`config.mk`:
```
export PLATFORM = sky130hd
export DESIGN_NAME = jtag_tap_navigator
export DESIGN_NICKNAME = d
export VERILOG_FILES = /design/src/rtl/core/jtn_pkg.sv /design/src/rtl/core/jtn_step.sv /design/src/rtl/core/jtag_tap_navigator.sv
export SDC_FILE = /design/constraint.sdc
export NUM_CORES = 1
export LEC_CHECK = 0
export BUFFER_PORTS_ARGS = -buffer_cell sky130_fd_sc_hd__buf_2
export CAP_MARGIN = 40
export CORE_UTILIZATION = 55
export CTS_CLUSTER_DIAMETER = 30
export DETAILED_ROUTE_END_ITERATION = 10
export MAX_ROUTING_LAYER = met4
export PLACE_DENSITY = 0.78
export SETUP_SLACK_MARGIN = 0.3
export SLEW_MARGIN = 20
export SYNTH_ARGS = -nofsm -noshare
export SYNTH_HDL_FRONTEND = slang
export SYNTH_HIERARCHICAL = 1
export SYNTH_SLANG_ARGS = --single-unit
```
`constraint.sdc`:
```
create_clock -name clk -period 3.7 [get_ports clk]
set_clock_uncertainty 0.05 [all_clocks]
set_input_delay 0.37 -clock clk [delete_from_list [all_inputs] [get_ports clk]]
set_output_delay 0.37 -clock clk [all_outputs]
set_load 0.02 [all_outputs]
```
`src/rtl/core/jtn_pkg.sv`:
```
`timescale 1ns / 1ps

package jtn_pkg;

  typedef logic [3:0] tap_code_t;

  // TAP state numbering used throughout the design.
  localparam tap_code_t S_TLR   = 4'd0;
  localparam tap_code_t S_IDLE  = 4'd1;
  localparam tap_code_t S_SELDR = 4'd2;
  localparam tap_code_t S_CAPDR = 4'd3;
  localparam tap_code_t S_SHDR  = 4'd4;
  localparam tap_code_t S_EX1DR = 4'd5;
  localparam tap_code_t S_PAUDR = 4'd6;
  localparam tap_code_t S_EX2DR = 4'd7;
  localparam tap_code_t S_UPDDR = 4'd8;
  localparam tap_code_t S_SELIR = 4'd9;
  localparam tap_code_t S_CAPIR = 4'd10;
  localparam tap_code_t S_SHIR  = 4'd11;
  localparam tap_code_t S_EX1IR = 4'd12;
  localparam tap_code_t S_PAUIR = 4'd13;
  localparam tap_code_t S_EX2IR = 4'd14;
  localparam tap_code_t S_UPDIR = 4'd15;

  // Request kinds carried on the input tuser.
  localparam logic [1:0] MODE_GOTO      = 2'd0;
  localparam logic [1:0] MODE_RESET     = 2'd1;
  localparam logic [1:0] MODE_SHIFT_END = 2'd2;
  // The fourth kind has no meaning and is dropped.
  localparam logic [1:0] MODE_UNUSED    = 2'd3;

  localparam int NAV_MAX_BITS = 7;
  localparam int RESET_BITS   = 6;
  localparam int BIT_CNT_W    = $clog2(NAV_MAX_BITS);

  typedef logic [BIT_CNT_W-1:0] bit_cnt_t;

  // Request to the step unit.
  typedef struct packed {
    logic      force_one;
    tap_code_t pos;
    tap_code_t tgt;
  } step_req_t;

  // Answer of the step unit.
  typedef struct packed {
    logic      tms;
    tap_code_t nxt;
  } step_rsp_t;

  // Successor of a TAP state when TMS is high.
  function automatic tap_code_t tms_one_next(input tap_code_t s);
    tap_code_t r;
    case (s)
      S_TLR:   r = S_TLR;
      S_IDLE:  r = S_SELDR;
      S_SELDR: r = S_SELIR;
      S_CAPDR: r = S_EX1DR;
      S_SHDR:  r = S_EX1DR;
      S_EX1DR: r = S_UPDDR;
      S_PAUDR: r = S_EX2DR;
      S_EX2DR: r = S_UPDDR;
      S_UPDDR: r = S_SELDR;
      S_SELIR: r = S_TLR;
      S_CAPIR: r = S_EX1IR;
      S_SHIR:  r = S_EX1IR;
      S_EX1IR: r = S_UPDIR;
      S_PAUIR: r = S_EX2IR;
      S_EX2IR: r = S_UPDIR;
      default: r = S_SELDR;
    endcase
    return r;
  endfunction

endpackage

```
`src/rtl/core/jtn_step.sv`:
```
`timescale 1ns / 1ps

module jtn_step (
  input  jtn_pkg::step_req_t req,
  output jtn_pkg::step_rsp_t rsp
);
  import jtn_pkg::*;

  tap_code_t z_nxt;
  tap_code_t o_nxt;
  logic      take0;

  // One routing decision: the zero and one successors and which to take.
  always_comb begin
    z_nxt = S_IDLE;
    o_nxt = S_SELDR;
    take0 = 1'b0;
    case (req.pos)
      S_TLR: begin
        z_nxt = S_IDLE;  take0 = 1'b1;
      end
      S_IDLE: begin
        o_nxt = S_SELDR; take0 = 1'b0;
      end
      S_SELDR: begin
        z_nxt = S_CAPDR; o_nxt = S_SELIR;
        take0 = req.tgt inside {[S_CAPDR:S_UPDDR]};
      end
      S_SELIR: begin
        z_nxt = S_CAPIR; o_nxt = S_TLR;
        take0 = req.tgt inside {[S_CAPIR:S_UPDIR]};
      end
      S_CAPDR: begin
        z_nxt = S_SHDR;  o_nxt = S_EX1DR; take0 = (req.tgt == S_SHDR);
      end
      S_SHDR: begin
        o_nxt = S_EX1DR; take0 = 1'b0;
      end
      S_EX1DR: begin
        z_nxt = S_PAUDR; o_nxt = S_UPDDR;
        take0 = req.tgt inside {[S_SHDR:S_EX2DR]};
      end
      S_PAUDR: begin
        o_nxt = S_EX2DR; take0 = 1'b0;
      end
      S_EX2DR: begin
        z_nxt = S_SHDR;  o_nxt = S_UPDDR;
        take0 = req.tgt inside {[S_SHDR:S_PAUDR]};
      end
      S_CAPIR: begin
        z_nxt = S_SHIR;  o_nxt = S_EX1IR; take0 = (req.tgt == S_SHIR);
      end
      S_SHIR: begin
        o_nxt = S_EX1IR; take0 = 1'b0;
      end
      S_EX1IR: begin
        z_nxt = S_PAUIR; o_nxt = S_UPDIR;
        take0 = req.tgt inside {[S_SHIR:S_EX2IR]};
      end
      S_PAUIR: begin
        o_nxt = S_EX2IR; take0 = 1'b0;
      end
      S_EX2IR: begin
        z_nxt = S_SHIR;  o_nxt = S_UPDIR;
        take0 = req.tgt inside {[S_SHIR:S_PAUIR]};
      end
      default: begin
        // Update-DR and Update-IR.
        z_nxt = S_IDLE;  o_nxt = S_SELDR; take0 = (req.tgt == S_IDLE);
      end
    endcase
  end

  always_comb begin
    if (req.force_one) begin
      rsp.tms = 1'b1;
      rsp.nxt = tms_one_next(req.pos);
    end else begin
      rsp.tms = ~take0;
      rsp.nxt = take0 ? z_nxt : o_nxt;
    end
  end

endmodule

```
`src/rtl/core/jtag_tap_navigator.sv`:
```
`timescale 1ns / 1ps

// Channel  | Direction | tdata (low bit up)                 | side band
// ---------+-----------+------------------------------------+----------------------
// in_      | slave     | [3:0] target_state, [7:4] zero     | tuser[1:0] mode
// out_     | master    | [0] tms_bit, [4:1] state_after,    | tlast marks the final
//          |           | [7:5] zero                         | bit of a request
//
// A request is accepted in the idle state; the walk then emits one TMS bit per
// cycle while the output is free, at most seven bits for a navigation and six
// for a reset. The bits come from the single shared step unit, which decides
// each TMS bit from the registered TAP position. Shift-end, unused-mode and
// already-at-target requests are absorbed in their accept cycle.
// Reset is synchronous and active low; it places the position at Run-Test/Idle.
// A stalled output holds its transfer and freezes the walk; the next request
// may be accepted while the final bit of the previous one is still waiting.

module jtag_tap_navigator (
  input  logic       clk,
  input  logic       rst_n,
  input  logic       in_tvalid,
  output logic       in_tready,
  input  logic [7:0] in_tdata,   // [3:0] target_state, [7:4] zero
  input  logic [1:0] in_tuser,   // [1:0] mode
  output logic       out_tvalid,
  input  logic       out_tready,
  output logic [7:0] out_tdata,  // [0] tms_bit, [4:1] state_after, [7:5] zero
  output logic       out_tlast
);
  import jtn_pkg::*;

  // One-hot sequencer states.
  typedef enum logic [1:0] {
    ST_IDLE = 2'b01,
    ST_RUN  = 2'b10
  } seq_state_t;

  seq_state_t state_r, state_nxt;
  tap_code_t  pos_r, pos_nxt;
  tap_code_t  tgt_r, tgt_nxt;
  logic       rst_walk_r, rst_walk_nxt;
  bit_cnt_t   cnt_r, cnt_nxt;

  logic       out_valid_r, out_valid_nxt;
  logic       out_tms_r, out_tms_nxt;
  tap_code_t  out_state_r, out_state_nxt;
  logic       out_last_r, out_last_nxt;

  step_req_t  step_req;
  step_rsp_t  step_rsp;

  logic       in_xfer;
  logic       out_free;
  logic       walk_done;
  logic [1:0] req_mode;
  tap_code_t  req_tgt;

  assign req_mode = in_tuser;
  assign req_tgt  = in_tdata[3:0];

  assign in_tready = (state_r == ST_IDLE);
  assign in_xfer   = in_tvalid && in_tready;
  // The output register can take a new bit when empty or being drained.
  assign out_free  = !out_valid_r || out_tready;

  // The shared step unit always works on the registered position.
  assign step_req.force_one = rst_walk_r;
  assign step_req.pos       = pos_r;
  assign step_req.tgt       = tgt_r;

  jtn_step u_step (
    .req (step_req),
    .rsp (step_rsp)
  );

  // A reset walk ends after its sixth bit; a navigation ends at the target
  // or after the seventh bit, whichever comes first.
  always_comb begin
    if (rst_walk_r) begin
      walk_done = (cnt_r == bit_cnt_t'(RESET_BITS - 1));
    end else begin
      walk_done = (step_rsp.nxt == tgt_r) || (cnt_r == bit_cnt_t'(NAV_MAX_BITS - 1));
    end
  end

  always_comb begin
    state_nxt     = state_r;
    pos_nxt       = pos_r;
    tgt_nxt       = tgt_r;
    rst_walk_nxt  = rst_walk_r;
    cnt_nxt       = cnt_r;
    out_valid_nxt = out_valid_r && !out_tready;
    out_tms_nxt   = out_tms_r;
    out_state_nxt = out_state_r;
    out_last_nxt  = out_last_r;

    case (state_r)
      ST_IDLE: begin
        if (in_xfer) begin
          tgt_nxt = req_tgt;
          cnt_nxt = '0;
          case (req_mode)
            MODE_GOTO: begin
              rst_walk_nxt = 1'b0;
              if (req_tgt != pos_r) begin
                state_nxt = ST_RUN;
              end
            end
            MODE_RESET: begin
              rst_walk_nxt = 1'b1;
              state_nxt    = ST_RUN;
            end
            MODE_SHIFT_END: begin
              // The last shifted bit carried TMS high out of the shift state.
              if (pos_r == S_SHDR) begin
                pos_nxt = S_EX1DR;
              end else if (pos_r == S_SHIR) begin
                pos_nxt = S_EX1IR;
              end
            end
            default: begin
            end
          endcase
        end
      end
      ST_RUN: begin
        if (out_free) begin
          out_valid_nxt = 1'b1;
          out_tms_nxt   = step_rsp.tms;
          out_state_nxt = step_rsp.nxt;
          out_last_nxt  = walk_done;
          pos_nxt       = step_rsp.nxt;
          cnt_nxt       = cnt_r + 1'b1;
          if (walk_done) begin
            state_nxt = ST_IDLE;
          end
        end
      end
      default: begin
        state_nxt = ST_IDLE;
      end
    endcase
  end

  always_ff @(posedge clk) begin
    if (!rst_n) begin
      state_r     <= ST_IDLE;
      pos_r       <= S_IDLE;
      rst_walk_r  <= 1'b0;
      cnt_r       <= '0;
      out_valid_r <= 1'b0;
    end else begin
      state_r     <= state_nxt;
      pos_r       <= pos_nxt;
      rst_walk_r  <= rst_walk_nxt;
      cnt_r       <= cnt_nxt;
      out_valid_r <= out_valid_nxt;
    end
  end

  always_ff @(posedge clk) begin
    tgt_r       <= tgt_nxt;
    out_tms_r   <= out_tms_nxt;
    out_state_r <= out_state_nxt;
    out_last_r  <= out_last_nxt;
  end

  assign out_tvalid = out_valid_r;
  assign out_tdata  = {3'b000, out_state_r, out_tms_r};
  assign out_tlast  = out_last_r;

endmodule

```
==> results.md <==
- Share of total power in combinational logic: 12.3%
- Via count: 1315
- Post-DP HPWL: 2330 um
- Max-Cap Viols: 0
- Synth cell count leaders: 14 x nand2_1, 12 x nand3_1, 11 x dfxtp_1
- Residual DRC count: 0
- Initial core utilization: 59.6%
- Rows: 18
- Syn Area/Cell: 8.94 um2
- Post-synthesis instance total: 168
- Power, Total: 418 uW
- Setup tns final: 0 ns
- PwrDens: 255 mW/mm2
- Multiplexer share of the synthesized area: 3.41%
- Port bufs: 17
- Synth top area share: 20.0%
- Cts bufs inserted: 3
- Delay-heaviest family, CP: simple AND/OR/NAND/NOR gates
- Simple-gate area share of the yosys netlist: 23.1%
- Floorplan core area: 0.00252 mm2
- Crit end category: register
- Reg clk slew, reported paths: 0.10 ns
- Min Tclk post-route: 3.10 ns
- CP Launch Type: register
- Crit path DAT: 3.25 ns
- Die area: 0.00295 mm2
- DIE HEIGHT: 54.3 um
- FILL cells: 194
- Area after DPL: 0.00160 mm2
- Final worst-path cycle share: 83.7%
- Switching share of total power: 25.2%
- Slowest-stage cell, CP: or4_1
- Final instance area: 0.00163 mm2
- Area growth syn-to-layout: 8.74%
- Worst-Margin Slew: 0.547 ns
- Cell area after synthesis: 0.00150 mm2
- End-of-flow core utilization: 64.8%
- Main area contributors after synthesis: edfxtp_1 20%, dfxtp_1 15%, xor2_1 4.1%
- CP Buf/Inv Count: 1
- CTS Root Cell: clkbuf_4
- Max Slew Vio Count: 0
- Vias in the first global route: 1137
- Grt ovf: 0
- Routed wire length per instance: 14.3 um
- Ys flop type: dfxtp_1
- Number of synthesized flops with an enable pin: 10
- Max Root-Sink Buffers: 2
- R2R Setup Slk: 0.60 ns
- # Post-CTS Setup Buffers: 0
- Clock share of power: 26.0%
- Unrepaired setup endpoints after global routing: no
- Post-synthesis xor/xnor area fraction: 6.41%
- Fin worst setup slack: 0.605 ns
- Place WS: 0.451 ns
- Register area share after synthesis: 34.6%
- Count leader, synth: nand2_1
- Placed insts: 210
- Final nets: 202
- WHS: 0.212 ns
- Library cells used by synthesis: 54
- Synthesis-stage register bit count: 21
- F_max: 323 MHz
- Synth Area in Compound Gates: 22.2%
- Pint: 312 uW
- Pin count of the biggest net entering global routing: 17
- # diodes: 0
- Clock Sinks: 21
- GRT Util Overall: 24.7%
- Die X: 54.3 um
- ANT nets after route: 0
- First drt pass iteration count: 4
- Total wire length: 3070 um
- CTS tree: done
- Vias per cell: 6.14
- Async set-reset flop share out of synthesis: 0%
- Post-synthesis adder-cell area fraction: 2.50%
- Layout cells sized above 1: 21.7%
- Initial antenna violation count: 0
- DRT iter0 DRCs: 45
- Lkg Pwr: 0.652 nW
- Final setup fails: 0
- Worst-path maximum fanout: 14
- Status: finished clean
- Ports: 25
- Later-pin clock latency in the skew report: 0.30 ns
- Cell accounting for the most synthesized area: edfxtp_1
- Crit-path cells: nand3b_1 > or4_1 > o211ai_2 > o31ai_2 > buf_4 > nand2_1 > o21ai_0 > a211o_1 > xor2_1 > nor3_2 > nand3_1 > a41o_1
- Yosys Warn Count: 6
- CP peak stage delay: 0.51 ns
- CTS H-tree lvls: 1
- WP data required: 3.85 ns
- Final hold viol count: 0
- CP Class: reg -> reg
- Combinational family with the most area after synthesis: simple AND/OR/NAND/NOR gates
- Routability cong.: 0.874
- Sequential power share: 61.7%
- Max-slew headroom: 63.4%
- Final Non-Filler Cells: 214
- First-pass GRT wire length: 5030 um
- HP Class: in -> reg
- Maximum vdd drop: 350 uV
- NetSw: 105 uW
## per-layer routing
metal | vias to the layer above | track usage [%] | wire length (um)
li1 | 644 | - | -
met2 | 73 | 38.6 | 1440
met3 | 8 | 6.39 | 277
met4 | 0 | 8.12 | 53
met1 | 590 | 30.8 | 1290
met5 | - | - | 0
## repair_timing
item | CTS | global route
resized for setup | 0 | 4
endpoints found under the setup margin | 0 | 2
hold buffers | 0 | 0
## sequential cells by signal, indices dropped and copies added (netlist names)
signal and flops:
pos_r 4, out_tms_r 1, out_state_r 4, tgt_r 4, state_r 2, out_tvalid 1
rst_walk_r 1, out_tlast 1, cnt_r 3
## kinds of logic (layout without fill, tap and decap cells)
kind of cell / Yosys count / in the layout
simple gates: 63 / 63
other cells: 1 / 3
compound gates: 42 / 42
mux: 5 / 5
fa+ha+maj: 3 / 3
flops: 21 / 21
buf+inv: 22 / 36
xor+xnor: 11 / 11
## layout make-up
type,instances,area [um2],share of cell area [%]
well taps,30,37.5,2.30
inverters,10,37.5,2.30
repair buffers,22,123,7.50
flip-flops and latches,21,523,32.0
multi-input cells,127,887,54.3
clock buffers,4,26.3,1.61
## layout by cell type, fill, tap and decap left out, drive strengths merged, types with 7 or more instances in the layout
master	n
inv	10
nor2b	7
a21oi	7
dfxtp	11
edfxtp	10
o21ai	9
buf	22
nor2	11
xor2	7
nand2	14
nand3	12
## power groups by stage
stage	Sequential, mW	Clock, mW	Combinational (mW)
floorplan	0.260	0	0.0392
detailed placement	0.263	0	0.0503
CTS	0.257	0.111	0.0505
finish	0.258	0.108	0.0515
global route	0.259	0.120	0.0577
global placement	0.262	0	0.0483
## final timing paths
kind | startpoint | endpoint | depth (start not counted)
setup reg to reg | tgt_r[2] | state_r[1] | 12
hold reg to reg | cnt_r[2] | cnt_r[2] | 2
hold / removal | in_tdata[1] | tgt_r[1] | 1
setup / recovery | tgt_r[2] | state_r[1] | 12
(Power assumes the default switching activity.)
